===== src/rtl/sip_pkg.sv =====
// Types and constants shared by the segment intersection pipeline.
// Used by the quotient pipeline and by the top level; depends on nothing.
`default_nettype none
package sip_pkg;

   localparam int CoordW = 16;
   localparam int DiffW  = CoordW + 1;
   localparam int ProdW  = 2 * DiffW;
   localparam int SplitW = 17;
   localparam int PartW  = 36;
   localparam int NumW   = 52;
   localparam int DenW   = 33;
   localparam int QuoW   = 24;
   localparam int FracSh = 8;
   localparam int RemW   = NumW + FracSh;
   localparam int DivLat = QuoW + 2;

   typedef logic signed [CoordW-1:0] coord_type;
   typedef logic signed [DiffW-1:0]  diff_type;
   typedef logic signed [ProdW-1:0]  prod_type;
   typedef logic signed [PartW-1:0]  part_type;
   typedef logic signed [NumW-1:0]   num_type;
   typedef logic        [DenW-1:0]   den_type;
   typedef logic signed [QuoW-1:0]   quo_type;

   typedef enum logic [1:0] {
      KIND_MISS = 2'd0,
      KIND_BOTH = 2'd1,
      KIND_VERT = 2'd2,
      KIND_GEN  = 2'd3
   } kind_type;

   typedef struct packed {
      logic vld;
      logic hit;
      logic pv;
   } flags_type;

endpackage
`default_nettype wire


===== src/rtl/sip_div.sv =====
// Pipelined signed divider: trunc(num * 256 / den), one quotient bit per stage.
// Depends on sip_pkg; the quotient is assumed to fit in QuoW bits.
`default_nettype none
module sip_div (
   input  wire                  clock,
   input  wire                  en,
   input  wire sip_pkg::num_type num_in,
   input  wire sip_pkg::den_type den_in,
   output sip_pkg::quo_type     quo_out
);
   import sip_pkg::*;

   logic [RemW-1:0] rem_ff [0:QuoW];
   den_type         den_ff [0:QuoW];
   logic [QuoW-1:0] q_ff   [0:QuoW];
   logic            neg_ff [0:QuoW];
   quo_type         quo_ff;
   logic [NumW-1:0] mag_in;

   assign mag_in = num_in[NumW-1] ? NumW'(-num_in) : NumW'(num_in);

   always_ff @(posedge clock) begin
      if (en) begin
         rem_ff[0] <= {mag_in, {FracSh{1'b0}}};
         den_ff[0] <= den_in;
         q_ff[0]   <= '0;
         neg_ff[0] <= num_in[NumW-1];
      end
   end

   for (genvar k = 0; k < QuoW; k++) begin : g_stage
      logic [RemW-1:0] trial;
      logic            ge;
      assign trial = RemW'(den_ff[k]) << (QuoW - 1 - k);
      assign ge    = rem_ff[k] >= trial;
      always_ff @(posedge clock) begin
         if (en) begin
            rem_ff[k+1] <= ge ? rem_ff[k] - trial : rem_ff[k];
            den_ff[k+1] <= den_ff[k];
            q_ff[k+1]   <= q_ff[k] | (QuoW'(ge) << (QuoW - 1 - k));
            neg_ff[k+1] <= neg_ff[k];
         end
      end
   end

   always_ff @(posedge clock) begin
      if (en) begin
         quo_ff <= neg_ff[QuoW] ? quo_type'(-q_ff[QuoW]) : quo_type'(q_ff[QuoW]);
      end
   end

   assign quo_out = quo_ff;

endmodule
`default_nettype wire


===== config.mk =====
export PLATFORM = sky130hd
export DESIGN_NAME = sip_div
export DESIGN_NICKNAME = d
export VERILOG_FILES = /design/src/rtl/sip_pkg.sv /design/src/rtl/sip_div.sv
export SDC_FILE = /design/constraint.sdc
export NUM_CORES = 2
export LEC_CHECK = 0
export BUFFER_PORTS_ARGS = -buffer_cell sky130_fd_sc_hd__buf_2
export CAP_MARGIN = 10
export CELL_PAD_IN_SITES_DETAIL_PLACEMENT = 1
export CELL_PAD_IN_SITES_GLOBAL_PLACEMENT = 2
export CORE_AREA = 2 2 566 681
export DETAILED_ROUTE_END_ITERATION = 8
export DIE_AREA = 0 0 568 683
export PLACE_DENSITY_LB_ADDON = 0.15
export SETUP_SLACK_MARGIN = 0.3
export SYNTH_ARGS = -nofsm -noshare
export SYNTH_HDL_FRONTEND = slang
export SYNTH_SLANG_ARGS = --single-unit

===== constraint.sdc =====
create_clock -name clock -period 8.6 [get_ports clock]
set_clock_uncertainty 0.2 [all_clocks]
set_input_delay 2.58 -clock clock [delete_from_list [all_inputs] [get_ports clock]]
set_output_delay 2.58 -clock clock [all_outputs]
set_load 0.1 [all_outputs]

Word level (Yosys, flattened, before mapping)
Memories as Yosys holds them, arrays and structs flattened.
Index checks and enable logic that the tools add are counted.
- bits in registers: 24
- memory bits (writable): 2950
- input port bits: 87
- output and inout bits: 24
- word-level logic and storage cells: 107
- memories kept: 4
- add/subtract/negate cells: 26
- magnitude comparators: 24
- multiplexer cells: 28
- bitwise logic cells: 24
- memory list (name ; depth ; bits a word ; read ports ; clocked after memory_dff ; wr ports ; line ; text):
    rem_ff ; 25 ; 60 ; 24 ; 0 ; 25 ; sip_div.sv:13 ; logic [RemW-1:0] rem_ff [0:QuoW];
    den_ff ; 25 ; 33 ; 24 ; 0 ; 25 ; sip_div.sv:14 ; den_type den_ff [0:QuoW];
    q_ff ; 25 ; 24 ; 25 ; 0 ; 25 ; sip_div.sv:15 ; logic [QuoW-1:0] q_ff [0:QuoW];
    neg_ff ; 25 ; 1 ; 25 ; 0 ; 25 ; sip_div.sv:16 ; logic neg_ff [0:QuoW];
- operators by type and width (cell ; count):
    60-bit two-way mux ; 24
    60-bit by 33-bit >= comparator with 1-bit output ; 1
    60-bit by 34-bit >= comparator with 1-bit output ; 1
    60-bit by 35-bit >= comparator with 1-bit output ; 1
    60-bit by 36-bit >= comparator with 1-bit output ; 1
    60-bit by 37-bit >= comparator with 1-bit output ; 1
    60-bit by 38-bit >= comparator with 1-bit output ; 1
    60-bit by 39-bit >= comparator with 1-bit output ; 1
    60-bit by 40-bit >= comparator with 1-bit output ; 1
    60-bit by 41-bit >= comparator with 1-bit output ; 1
    60-bit by 42-bit >= comparator with 1-bit output ; 1
    60-bit by 43-bit >= comparator with 1-bit output ; 1
    60-bit by 44-bit >= comparator with 1-bit output ; 1
    60-bit by 45-bit >= comparator with 1-bit output ; 1
    60-bit by 46-bit >= comparator with 1-bit output ; 1
    60-bit by 47-bit >= comparator with 1-bit output ; 1
    60-bit by 48-bit >= comparator with 1-bit output ; 1
    60-bit by 49-bit >= comparator with 1-bit output ; 1
    60-bit by 50-bit >= comparator with 1-bit output ; 1
    60-bit by 51-bit >= comparator with 1-bit output ; 1
    60-bit by 52-bit >= comparator with 1-bit output ; 1
    60-bit by 53-bit >= comparator with 1-bit output ; 1
    60-bit by 54-bit >= comparator with 1-bit output ; 1
    60-bit by 55-bit >= comparator with 1-bit output ; 1
    54 further kinds ; 55

Longest topological paths before layout
An unclocked memory read counts as a cell.
- depth after elaboration: 3
- gate-level depth with buffers: 18

Worst setup path before layout
OpenSTA, ideal clock, no wires.
- path kind: input -> register
- start: in num_in[9]
- end: mem rem_ff[0][54] (netlist name) (data pin)
- setup time: 0.263 ns
- arrival time: 6.553 ns
- required time: 8.137 ns
- setup slack: 1.584 ns
- cell stages on the path: 10
- cells stage by stage: or4_4 or4_4 or3_4 or4_4 or4_4 or4_4 or3_4 or4_4 o41ai_2 xnor2_1
- RTL lines (element ; line ; text):
    start: declaration ; sip_div.sv:7 ; input wire sip_pkg::num_type num_in,
    end: declaration ; sip_div.sv:13 ;

==> reports/results.ini <==
[outcome]
status=finished clean

[yosys]
ys_seq_area_share_pct=54.6
ys_warn_count=0
synth-edff-count=2417
synth_flop_cell=edfxtp_1
netlist_area_sq_mm=0.133
syn_nets=12908
ys_ff_latch=2417
synth_cell_types=87
avgSynthCellArea_sq_um=11.1
async_flop_share_pct=0
netlist_instances=12005

[timing]
fin_setup_tns_ns=0
min_period_ns=6.65
setup_viol=0
fin_crit_sh_pct=77.3
tightestPinTransition_ns=1.23
maxSlewHeadroom_pct=15.8
worst_slack_ns=1.95
hold_viol_final=0
hold_slack_ns=0.208
clock.fmax_ghz=0.150
rsz0062_at_grt=false
drv_slew=0

[clocking]
cts_resized=0
clk_latency_ns=0.96
clk_path_buf_depth=4
path_clk_slew_ns=0.06
cts_buffers=286
cts_tree=yes
cts_sinks=2417
cts_hold_buf=0
post_cts_buffers=0
cts_root_buffer=clkbuf_16
htreeDepth=5

[global_route]
grt_pass1_wl_um=593000
grt-ovfl-total=0
grt_pass1_vias=98608
antenna_found_initial=11
track_usage_pct=19.6
grt_start_max_net_pins=170

[setup_path]
cp_top_family=simple AND/OR/NAND/NOR gates
slowest_delay_ns=0.57
critPathCapture=rem_ff[0][57]
cp_max_fo=5
r2r_start=rem_ff[1][304]
crit_path_end_kind=flip-flop
crit_top_cell=or4_1
r2r_cells=14
reg2reg_to=rem_ff[1][416]
critPathBufInv=1
path_depth=11
cp-start-kind=input pin
crit_slowest_cell=or4_1
arrival_ns=7.12
worstPathRequired_ns=9.07
path_cells=buf_2, or4_4, or4_1, or3_1, or4_1, or4_1, or4_1, or3_1, or4_4, o41ai_1, xnor2_1
critPathKind=input pin to flip-flop
r2r_slack_ns=2.97
cp-startpoint=num_in[9]

[final_layout]
drive_gt1_share_pct=6.56
postLayoutCoreUtil_pct=39.0
nFillCells=41112
instances_no_fill=17415
syn_to_final_growth_pct=12.1
stdcell_area_sq_mm=0.149
fin_nets=13068

[flow_run]
maxCapViolations=0

[route]
drt_iter0_drc=4358
wl_per_cell_um=22.1
drc=0
antenna_left=0
drt_wl_total_um=386000
vias=91492
dr.pass1.iters=5
viasPerCell=5.25

[power]
total_power_mw=50.8
vdd_drop_max_v=0.000178
powerDensity_mw_per_mm2=341
leakagePower_nw=57.3

[placed_design]
post-place-cells=16896
place_hpwl_um=302000
place_congestion=0.870
io_buffers=110
place_ws_ns=1.05
place_area_sq_mm=0.140

[floorplan]
io_pins=111
die_area_sq_mm=0.388
initial_core_util_pct=34.8
rows=249
die_width_um=568
core_area_sq_mm=0.382
dieHeight_um=683

[min_path]
min_path_type=flip-flop to flip-flop

## flip-flops by register name, summed over array words and instances, names as in the netlist
| signal | count |
|---|---|
| rem_ff | 1276 |
| neg_ff | 25 |
| quo_out | 24 |
| q_ff | 300 |
| den_ff | 792 |
## cell usage after synthesis (58+ instances only)
cell type	count	area share, %
or4_1	58	0.33
nor2b_1	118	0.56
o31ai_1	76	0.43
a31oi_1	73	0.34
clkbuf_1	296	0.84
nand3_1	215	0.81
o21ai_0	826	3.1
xnor2_1	594	3.9
nor4_1	117	0.55
or3_1	85	0.40
nor2_1	731	2.1
o21bai_1	118	0.67
ha_1	793	7.5
nand2_1	981	2.8
nor3_1	218	0.82
and3_1	78	0.37
a21o_1	491	2.8
a211oi_1	77	0.43
nand4_1	183	0.86
nand2b_1	145	0.68
edfxtp_1	2417	55
o21a_1	92	0.52
xor2_1	473	3.1
mux2_2	93	0.79
inv_1	1012	2.9
a21oi_1	980	3.7
## cell type report
cell class | instances | area [sq um] | share of cell area [%]
Multi-Input combinational cell | 8249 | 55500 | 37.3
Timing Repair Buffer | 194 | 1360 | 0.910
Clock buffer | 333 | 7440 | 4.99
Antenna cell | 3 | 7.51 | 0.00504
Sequential cell | 2417 | 72600 | 48.7
Inverter | 1017 | 3820 | 2.56
Clock inverter | 182 | 2010 | 1.35
Tap cell | 5020 | 6280 | 4.22
## cell families (layout without fill, tap and decap cells)
family          count (synthesis)  count (layout)  share of synthesized area [%]
compound gates               3073            3073                           14.2
xor+xnor                     1067            1067                           7.03
fa+ha+maj                     816             816                           7.81
buf+inv                      1339            1726                           3.79
flops                        2417            2417                           54.6
mux                           102             102                          0.856
other cells                     0               3                              0
simple gates                 3191            3191                           11.7
## worst min path at each step
stage,endpoint,slack [ns],from,cells past startpoint
floorplan,neg_ff[0][1],0.20,neg_ff[0][0],0
global placement,q_ff[23][22],0.20,q_ff[22][22],0
detailed placement,q_ff[24][15],0.21,q_ff[23][15],0
CTS,q_ff[11][14],0.21,q_ff[10][14],0
global route,q_ff[11][14],0.21,q_ff[10][14],0
finish,q_ff[11][14],0.21,q_ff[10][14],0
## cell usage in the layout, fill, tap and decap left out, types with 64 or more instances in the layout
cell | netlist | routed
a211oi_1 | 77 | 76
a21o_1 | 491 | 490
a21oi_1 | 980 | 978
a31oi_1 | 73 | 72
and3_1 | 78 | 77
buf_2 | 2 | 110
buf_4 | 1 | 70
clkbuf_16 | 0 | 291
clkinv_1 | 3 | 64
edfxtp_1 | 2417 | 2417
ha_1 | 793 | 793
inv_1 | 1012 | 1012
mux2_2 | 93 | 93
nand2_1 | 981 | 981
nand2b_1 | 145 | 145
nand3_1 | 215 | 215
nand4_1 | 183 | 183
nor2_1 | 731 | 730
nor2b_1 | 118 | 116
nor3_1 | 218 | 214
nor4_1 | 117 | 113
o21a_1 | 92 | 91
o21ai_0 | 826 | 826
o21bai_1 | 118 | 118
o31ai_1 | 76 | 76
or3_1 | 85 | 85
xnor2_1 | 594 | 594
xor2_1 | 473 | 473
## where the power goes
| group | internal [mW] | switching [mW] | total, mW |
|---|---|---|---|
| combinational | 7.94 | 11.8 | 19.8 |
| sequential | 16.8 | 1.97 | 18.7 |
| clock | 7.26 | 5.10 | 12.4 |
| total | 32.0 | 18.9 | 50.8 |
## metal layers
layer	share of wire, %	track usage [%]	vias up	wire length [um]
met5	0.0070	0	-	27
met4	4.3	7.93	4	16700
met3	2.5	2.10	656	9460
met2	55	39.0	1089	212000
met1	38	20.7	45448	147000
li1	-	-	44295	-
Note: power is estimated with default switching activity, not from simulation.
